==> src/rtl/dtss_pkg.sv <==
// shared types, constants and segment encoding for the six-digit decimal display encoder
`default_nettype none
package dtss_pkg;

    localparam int unsigned ValueWidth = 31;
    localparam int unsigned DigitCount = 6;
    localparam int unsigned BcdWidth   = 4 * DigitCount;
    localparam int unsigned CellCount  = ValueWidth;

    typedef logic [3:0] digit_t;
    typedef logic [7:0] seg_t;

    typedef struct packed {
        logic                  valid;
        logic [BcdWidth-1:0]   bcd;
        logic [ValueWidth-1:0] bin;
    } stage_t;

    // active high, segment a in bit 0
    function automatic seg_t seg_of(input digit_t d);
        seg_t s;
        unique case (d)
            4'd0:    s = 8'h3F;
            4'd1:    s = 8'h06;
            4'd2:    s = 8'h5B;
            4'd3:    s = 8'h4F;
            4'd4:    s = 8'h66;
            4'd5:    s = 8'h6D;
            4'd6:    s = 8'h7D;
            4'd7:    s = 8'h07;
            4'd8:    s = 8'h7F;
            4'd9:    s = 8'h6F;
            default: s = 8'h00;
        endcase
        return s;
    endfunction

endpackage
`default_nettype wire

==> src/rtl/decimal_to_six_digit_seven_segment.sv <==
// top level: six-digit decimal seven-segment encoder
// path from input beat to result beat: 31 bcd cells, one per input bit, then the
// segment output register
// throughput one beat per cycle; the whole chain holds while a result beat waits
// synchronous active-low reset clears every valid flag; payload registers are not reset
`default_nettype none
module decimal_to_six_digit_seven_segment (
    input  wire logic        aclk,
    input  wire logic        aresetn,
    input  wire logic        s_valid,
    output logic             s_ready,
    input  wire logic [30:0] s_value,
    output logic             m_valid,
    input  wire logic        m_ready,
    output logic [31:0]      m_low_digits_word,
    output logic [15:0]      m_high_digits_word
);

    logic             en;
    logic             digits_ok;
    dtss_pkg::stage_t chain [0:dtss_pkg::CellCount];

    assign en      = !m_valid || m_ready;
    assign s_ready = en;

    assign chain[0].valid = s_valid;
    assign chain[0].bcd   = '0;
    assign chain[0].bin   = s_value;

    for (genvar k = 0; k < dtss_pkg::CellCount; k++) begin : g_cell
        dtss_cell u_cell (
            .aclk      (aclk),
            .aresetn   (aresetn),
            .en        (en),
            .in_stage  (chain[k]),
            .out_stage (chain[k+1])
        );
    end

    dtss_seg_stage u_seg (
        .aclk      (aclk),
        .aresetn   (aresetn),
        .en        (en),
        .in_stage  (chain[dtss_pkg::CellCount]),
        .out_valid (m_valid),
        .low_word  (m_low_digits_word),
        .high_word (m_high_digits_word)
    );

    always_comb begin
        digits_ok = 1'b1;
        for (int i = 0; i < dtss_pkg::DigitCount; i++) begin
            if (chain[dtss_pkg::CellCount].bcd[4*i +: 4] > 4'd9) begin
                digits_ok = 1'b0;
            end
        end
    end

    a_reset_clears: assert property (@(posedge aclk) !aresetn |=> !m_valid)
        else $error("result valid after reset");

    a_accept_enters: assert property (@(posedge aclk) disable iff (!aresetn)
        s_valid && s_ready |=> chain[1].valid)
        else $error("accepted beat did not enter the first cell");

    a_stall_holds: assert property (@(posedge aclk) disable iff (!aresetn)
        !en |=> $stable(chain[dtss_pkg::CellCount].valid) && $stable(chain[1].valid))
        else $error("chain moved during a stall");

    a_digits_bcd: assert property (@(posedge aclk) disable iff (!aresetn)
        chain[dtss_pkg::CellCount].valid |-> digits_ok)
        else $error("last cell holds a digit above nine");

endmodule
`default_nettype wire

==> src/rtl/dtss_cell.sv <==
// one shift-and-add-three cell of the binary to bcd chain
`default_nettype none
module dtss_cell (
    input  wire logic           aclk,
    input  wire logic           aresetn,
    input  wire logic           en,
    input  wire dtss_pkg::stage_t in_stage,
    output dtss_pkg::stage_t    out_stage
);

    logic                            valid_reg;
    logic [dtss_pkg::BcdWidth-1:0]   bcd_reg;
    logic [dtss_pkg::ValueWidth-1:0] bin_reg;
    dtss_pkg::stage_t stage_next;
    logic [dtss_pkg::BcdWidth-1:0] adj;

    always_comb begin
        for (int i = 0; i < dtss_pkg::DigitCount; i++) begin
            if (in_stage.bcd[4*i +: 4] >= 4'd5) begin
                adj[4*i +: 4] = in_stage.bcd[4*i +: 4] + 4'd3;
            end else begin
                adj[4*i +: 4] = in_stage.bcd[4*i +: 4];
            end
        end
        stage_next.valid = in_stage.valid;
        // top digit overflow drops out, leaving the value modulo one million
        stage_next.bcd = {adj[dtss_pkg::BcdWidth-2:0], in_stage.bin[dtss_pkg::ValueWidth-1]};
        stage_next.bin = {in_stage.bin[dtss_pkg::ValueWidth-2:0], 1'b0};
    end

    always_ff @(posedge aclk) begin
        if (!aresetn) begin
            valid_reg <= 1'b0;
        end else if (en) begin
            valid_reg <= stage_next.valid;
        end
    end

    always_ff @(posedge aclk) begin
        if (en) begin
            bcd_reg <= stage_next.bcd;
            bin_reg <= stage_next.bin;
        end
    end

    assign out_stage = {valid_reg, bcd_reg, bin_reg};

endmodule
`default_nettype wire

==> src/rtl/dtss_seg_stage.sv <==
// output register stage: bcd digits to packed segment words
`default_nettype none
module dtss_seg_stage (
    input  wire logic             aclk,
    input  wire logic             aresetn,
    input  wire logic             en,
    input  wire dtss_pkg::stage_t in_stage,
    output logic                  out_valid,
    output logic [31:0]           low_word,
    output logic [15:0]           high_word
);

    logic        valid_reg;
    logic [31:0] low_reg;
    logic [31:0] low_next;
    logic [15:0] high_reg;
    logic [15:0] high_next;

    always_comb begin
        for (int i = 0; i < 4; i++) begin
            low_next[8*i +: 8] = dtss_pkg::seg_of(in_stage.bcd[4*i +: 4]);
        end
        for (int i = 0; i < 2; i++) begin
            high_next[8*i +: 8] = dtss_pkg::seg_of(in_stage.bcd[16 + 4*i +: 4]);
        end
    end

    always_ff @(posedge aclk) begin
        if (!aresetn) begin
            valid_reg <= 1'b0;
        end else if (en) begin
            valid_reg <= in_stage.valid;
        end
    end

    always_ff @(posedge aclk) begin
        if (en) begin
            low_reg  <= low_next;
            high_reg <= high_next;
        end
    end

    assign out_valid = valid_reg;
    assign low_word  = low_reg;
    assign high_word = high_reg;

endmodule
`default_nettype wire

==> config.mk <==
export PLATFORM = sky130hd
export DESIGN_NAME = decimal_to_six_digit_seven_segment
export DESIGN_NICKNAME = d
export VERILOG_FILES = /design/src/rtl/dtss_pkg.sv /design/src/rtl/decimal_to_six_digit_seven_segment.sv /design/src/rtl/dtss_cell.sv /design/src/rtl/dtss_seg_stage.sv
export SDC_FILE = /design/constraint.sdc
export NUM_CORES = 1
export LEC_CHECK = 0
export BUFFER_PORTS_ARGS = -buffer_cell sky130_fd_sc_hd__buf_4
export CAP_MARGIN = 10
export CORE_MARGIN = 1
export CORE_UTILIZATION = 55
export DETAILED_ROUTE_END_ITERATION = 10
export PLACE_DENSITY = 0.7
export SYNTH_ARGS = -nofsm -noshare
export SYNTH_HDL_FRONTEND = slang
export SYNTH_SLANG_ARGS = --single-unit
==> constraint.sdc <==
create_clock -name aclk -period 17.62 [get_ports aclk]
set_input_delay 1.762 -clock aclk [delete_from_list [all_inputs] [get_ports aclk]]
set_output_delay 1.762 -clock aclk [all_outputs]
set_load 0.01 [all_outputs]
======== Word-level counts from Yosys, hierarchy flattened ========
Memories as Yosys holds them, arrays and structs flattened. A register that Yosys moved wholly into a read port is not among the register bits.
Cells that the tools add are included.
operators by class
  add/sub/neg operators ................... 165
  multipliers ............................. 0
  divide/modulo/power cells ............... 0
  order comparisons ....................... 165
  equality and inequality tests ........... 0
  shift operators ......................... 0
  mux-type cells .......................... 165
  bitwise logic cells ..................... 0
  reduce and logical (&&, ||, !) cells .... 2
operator list
  operator                                                               count
  4-bit by 3-bit >= comparator with 1-bit output, second input constant  159
  4-bit by 2-bit adder with 4-bit output, second input constant          135
  4-bit two-way mux                                                      135
  3-bit by 2-bit adder with 3-bit output, second input constant          24
  3-bit two-way mux                                                      24
  1-bit by 2-bit adder with 3-bit output, both inputs constant           5
  1-bit by 3-bit >= comparator with 1-bit output, both inputs constant   5
  1-bit two-way mux                                                      6
  1-bit by 2-bit adder with 3-bit output, second input constant          1
  1-bit by 3-bit >= comparator with 1-bit output, second input constant  1
  1-bit logical NOT                                                      1
  1-bit logical OR                                                       1
storage, ports and cells
  bits in registers ....................... 1,206
  latch bits .............................. 0
  bits in writable memories ............... 0
  ROM bits ................................ 672
  input bits .............................. 35
  output and inout bits ................... 50
  logic and storage cells ................. 604
  memories kept ........................... 6
memory list
  memory           depth  width  read ports  clocked after Yosys merged registers in  write ports  RTL line        RTL
  (no name shown)  16     7      1           1                                        0            dtss_pkg.sv:22  unique case (d)
  (no name shown)  16     7      1           1                                        0            dtss_pkg.sv:22
  (no name shown)  16     7      1           1                                        0            dtss_pkg.sv:22
  (no name shown)  16     7      1           1                                        0            dtss_pkg.sv:22
  (no name shown)  16     7      1           1                                        0            dtss_pkg.sv:22
  (no name shown)  16     7      1           1                                        0            dtss_pkg.sv:22

======== Depth between registers and ports, before layout ========
  depth after elaboration ................. 2
  gate-level depth with buffers ........... 6
  depth with buffers taken out ............ 6

======== Modules after synthesis ========
From an unflattened synthesis, not the netlist that was laid out.
second synthesis, totals
  cell total of the unflattened synthesis .. 4,930
  area, all modules ....................... 72,798.6 µm²
by module, submodules not included
  module                              times used  cells each  area an instance (µm²)  seq. area each (µm²)
  dtss_cell                           31          152         2,264.7                 1,641.6
  dtss_seg_stage                      1           216         2,583.7                 1,281.2
  decimal_to_six_digit_seven_segment  1           2           10.0                    0.0

======== Worst setup path before layout ========
No wires, ideal clock.
  path type ............................... input -> output
  start point ............................. input m_ready
  end point ............................... output s_ready
  arrival ................................. 6.746 ns
  required time ........................... 15.858 ns
  path slack .............................. 9.112 ns
  stages .................................. 4
  buffers on the path ..................... 2
  path through ............................ nor2b_4 buf_6 clkinv_4 buf_6
between the ends
  cells in the longest elaborated chain, start to end .. 1
RTL lines
  element             RTL line                                  RTL
  start: declaration  decimal_to_six_digit_seven_segment.sv:14  input wire logic m_ready,
  1-bit logical OR    decimal_to_six_digit_seven_segment.sv:23  assign en = !m_valid || m_ready;
  end: declaration    decimal_to_six_digit_seven_segment.sv:11  output logic s_ready,
Every way passes these cells.

======== Worst setup path after layout ========
Ends and elaborated chain as after synthesis.

==> impl_metrics.sql <==
INSERT INTO impl_metrics (metric_group, metric, value, unit) VALUES
('sta', 'totalNegativeSetupSlack', '0', 'ns'),
('cts', 'cts_setup_buffers', '0', ''),
('power_and_ir_drop', 'vdd.ir_drop.worst', '119', 'µV'),
('final_layout', 'diodes', '0', ''),
('setup_path', 'crit_fanout', '136', ''),
('power_and_ir_drop', 'combinationalPowerShare', '25.5', '%'),
('synthesis', 'synthesis.yosys.warnings', '0', ''),
('sta', 'period_minus_slack', '5.30', 'ns'),
('setup_path', 'slowest_library_cell_on_the_worst_path', 'nor2b_4', ''),
('setup_path', 'critPathLaunchType', 'input port', ''),
('route', 'route.detailed.wl_per_inst', '12.8', 'µm'),
('final_layout', 'final_layout_size_suffix_gt1_share', '7.84', '%'),
('floorplan', 'floorplan.die.width', '289', 'µm'),
('setup_path', 'crit_buf_inv', '3', ''),
('floorplan', 'floorplan.initialDensity', '55.5', '%'),
('run_status', 'status', 'completed', ''),
('power_and_ir_drop', 'powerDensity', '170', 'nW/µm²'),
('sta', 'finalCritPeriodShare', '30.1', '%'),
('setup_path', 'crit_path_max_incr_delay', '0.76', 'ns'),
('sta', 'final-setup-viol-count', '0', ''),
('route', 'route.final.wire_length', '58700', 'µm'),
('synthesis', 'post_synth.cell_area_avg', '13.9', 'µm²'),
('place', 'place_area', '47300', 'µm²'),
('grt', 'grt_first_pass_wirelength', '101000', 'µm'),
('final_layout', 'syn2layout_area_growth', '11.9', '%'),
('place', 'dp_cell_count', '4391', ''),
('final_layout', 'design.final.nets', '3752', ''),
('route', 'total_vias_in_the_final_route', '23000', ''),
('cts', 'clock_latency', '0.66', 'ns'),
('min_path', 'timing.hold.worst.class', 'flop to flop', ''),
('setup_path', 'worstSetupPathType', 'input port to output pin', ''),
('route', 'viasPerCell', '5.02', ''),
('sta', 'grt_setup_unrepaired', 'no', ''),
('final_layout', 'largest_register_ffs', '528', ''),
('power_and_ir_drop', 'power.clock.fraction', '25.8', '%'),
('floorplan', 'chipHeight', '289', 'µm'),
('setup_path', 'cp_data_arrival_time', '3.54', 'ns'),
('sta', 'max-slew-margin-rel', '20.5', '%'),
('sta', 'max_slew.worst_pin.slew', '1.19', 'ns'),
('cts', 'clock_tree.htree_level_count', '3', ''),
('place', 'gp_congestion', '0.785', ''),
('route', 'drt_first_pass_iters', '5', ''),
('setup_path', 'required_time_worst_endpoint', '15.86', 'ns'),
('final_layout', 'leading_cell_type_in_the_layout_fill_and_taps_excluded', 'edfxtp_1', ''),
('setup_path', 'timing.critical_path.mode_cell', 'buf_4', ''),
('final_layout', 'final_design_area_no_fill', '50800', 'µm²'),
('place', 'placement.io_buffers', '78', ''),
('synthesis', 'synthCells', '3259', ''),
('place', 'dp.final_hpwl', '36300', 'µm'),
('cts', 'cts_resized', '0', ''),
('route', 'remaining_drc_errors', '0', ''),
('synthesis', 'synth.ff_latch_count', '1067', ''),
('power_and_ir_drop', 'power.switching', '2.58', 'mW'),
('cts', 'max-clock-path-buffers', '3', ''),
('grt', 'initial_antenna_violation_count', '0', ''),
('sta', 'finalHoldViolCount', '0', ''),
('power_and_ir_drop', 'internal_power_component', '6.07', 'mW'),
('setup_path', 'critical-path-top-delay-family', 'buffers and inverters', ''),
('floorplan', 'placeableCoreArea', '81800', 'µm²'),
('grt', 'grt_max_degree', '223', ''),
('job', 'cap_violations', '0', ''),
('setup_path', 'timing.critical_path.to_type', 'output pin', ''),
('power_and_ir_drop', 'swShare', '29.8', '%'),
('cts', 'clk_pin_slew_worst_paths', '0.06', 'ns'),
('synthesis', 'post_synth_instance_area', '45400', 'µm²'),
('cts', 'cts_buffers', '107', ''),
('grt', 'globalRouteTotalUtil', '14.4', '%'),
('route', 'ant_nets', '0', ''),
('final_layout', 'final_cells', '4592', ''),
('cts', 'cts_tree', 'done', ''),
('power_and_ir_drop', 'leakage', '20.9', 'nW');
==> through the flow <==
| stage | hold slack, ns | setup slack, ns | utilization (%) |
|---|---|---|---|
| after floorplan | 0.400 | 9.11 | - |
| after global placement | 0.401 | 12.04 | 57.8 |
| after detailed placement | 0.405 | 11.93 | 57.8 |
| after CTS | 0.403 | 12.23 | 62.1 |
| after global routing | 0.409 | 12.14 | 62.1 |
| final | 0.408 | 12.32 | 62.1 |
==> path summary, 6_finish.rpt <==
check	startpoint	slack (ns)	depth (start not counted)	endpoint
max	m_ready	12.32	4	s_ready
min	g_cell[28].u_cell.bin_reg[30]$_DFFE_PP_	0.41	0	g_cell[29].u_cell.bcd_reg[0]$_DFFE_PP_
min reg2reg	g_cell[28].u_cell.bin_reg[30]$_DFFE_PP_	0.41	0	g_cell[29].u_cell.bcd_reg[0]$_DFFE_PP_
max reg2reg	u_seg.out_valid$_SDFFE_PN0P_	13.38	5	g_cell[18].u_cell.bcd_reg[13]$_DFFE_PP_
==> power groups by stage <==
stage / logic (mW) / registers [mW] / clock network, mW
floorplan: 1.76 / 4.14 / 0
global placement: 2.06 / 4.22 / 0
detailed placement: 2.23 / 4.27 / 0
CTS: 2.24 / 4.22 / 2.29
global route: 2.56 / 4.33 / 2.39
finish: 2.21 / 4.22 / 2.23
==> cell families (layout without fill, tap and decap cells) <==
kind of cell	count (synthesis)	count (layout)	share of synthesized area, %
flip-flops	1067	1067	69.9
AND/OR/NAND/NOR	905	905	8.78
AO/OA/AOI/OAI	442	442	5.47
buffers and inverters	300	558	2.66
adder cells (fa/ha/maj)	287	287	7.91
XOR/XNOR	129	129	2.49
multiplexers	128	128	2.82
other	1	6	0.00826
==> synth_stat cells, drive strengths merged <==
library cell / number / area share (%)
inv: 271 / 2.2
o21bai: 1 / 0.017
clkbuf: 3 / 0.025
o22a: 5 / 0.096
dfxtp: 32 / 1.4
buf: 25 / 0.38
o21ai: 235 / 2.6
conb: 1 / 0.0083
mux2i: 128 / 2.8
nor2b: 6 / 0.099
edfxtp: 1035 / 68
a21oi: 136 / 1.5
a21boi: 31 / 0.75
o22ai: 21 / 0.29
ha: 287 / 7.9
a21o: 6 / 0.099
o21a: 2 / 0.033
nand2: 530 / 4.4
nor2: 142 / 1.2
nand2b: 227 / 3.1
o31a: 5 / 0.096
xnor2: 129 / 2.5
clkinv: 1 / 0.019
==> per-layer routing <==
metal / part of all wire, % / wire length, µm / vias up / GRT usage [%]
li1: - / - / 11800 / -
met1: 43 / 25100 / 10900 / 17.3
met2: 52 / 30200 / 257 / 25.8
met3: 2.8 / 1630 / 133 / 2.42
met4: 2.9 / 1670 / 0 / 5.37
met5: 0 / 0 / - / 0
==> area by class of cell <==
class	count	area, µm²	area share (%)
Inverter	272	1050	2.06
Clock buffer	135	2880	5.66
Multi-Input combinational cell	1897	12500	24.6
Clock inverter	66	644	1.27
Tap cell	1070	1340	2.64
Timing Repair Buffer	85	676	1.33
Sequential cell	1067	31700	62.4
(Power assumes the default switching activity.)
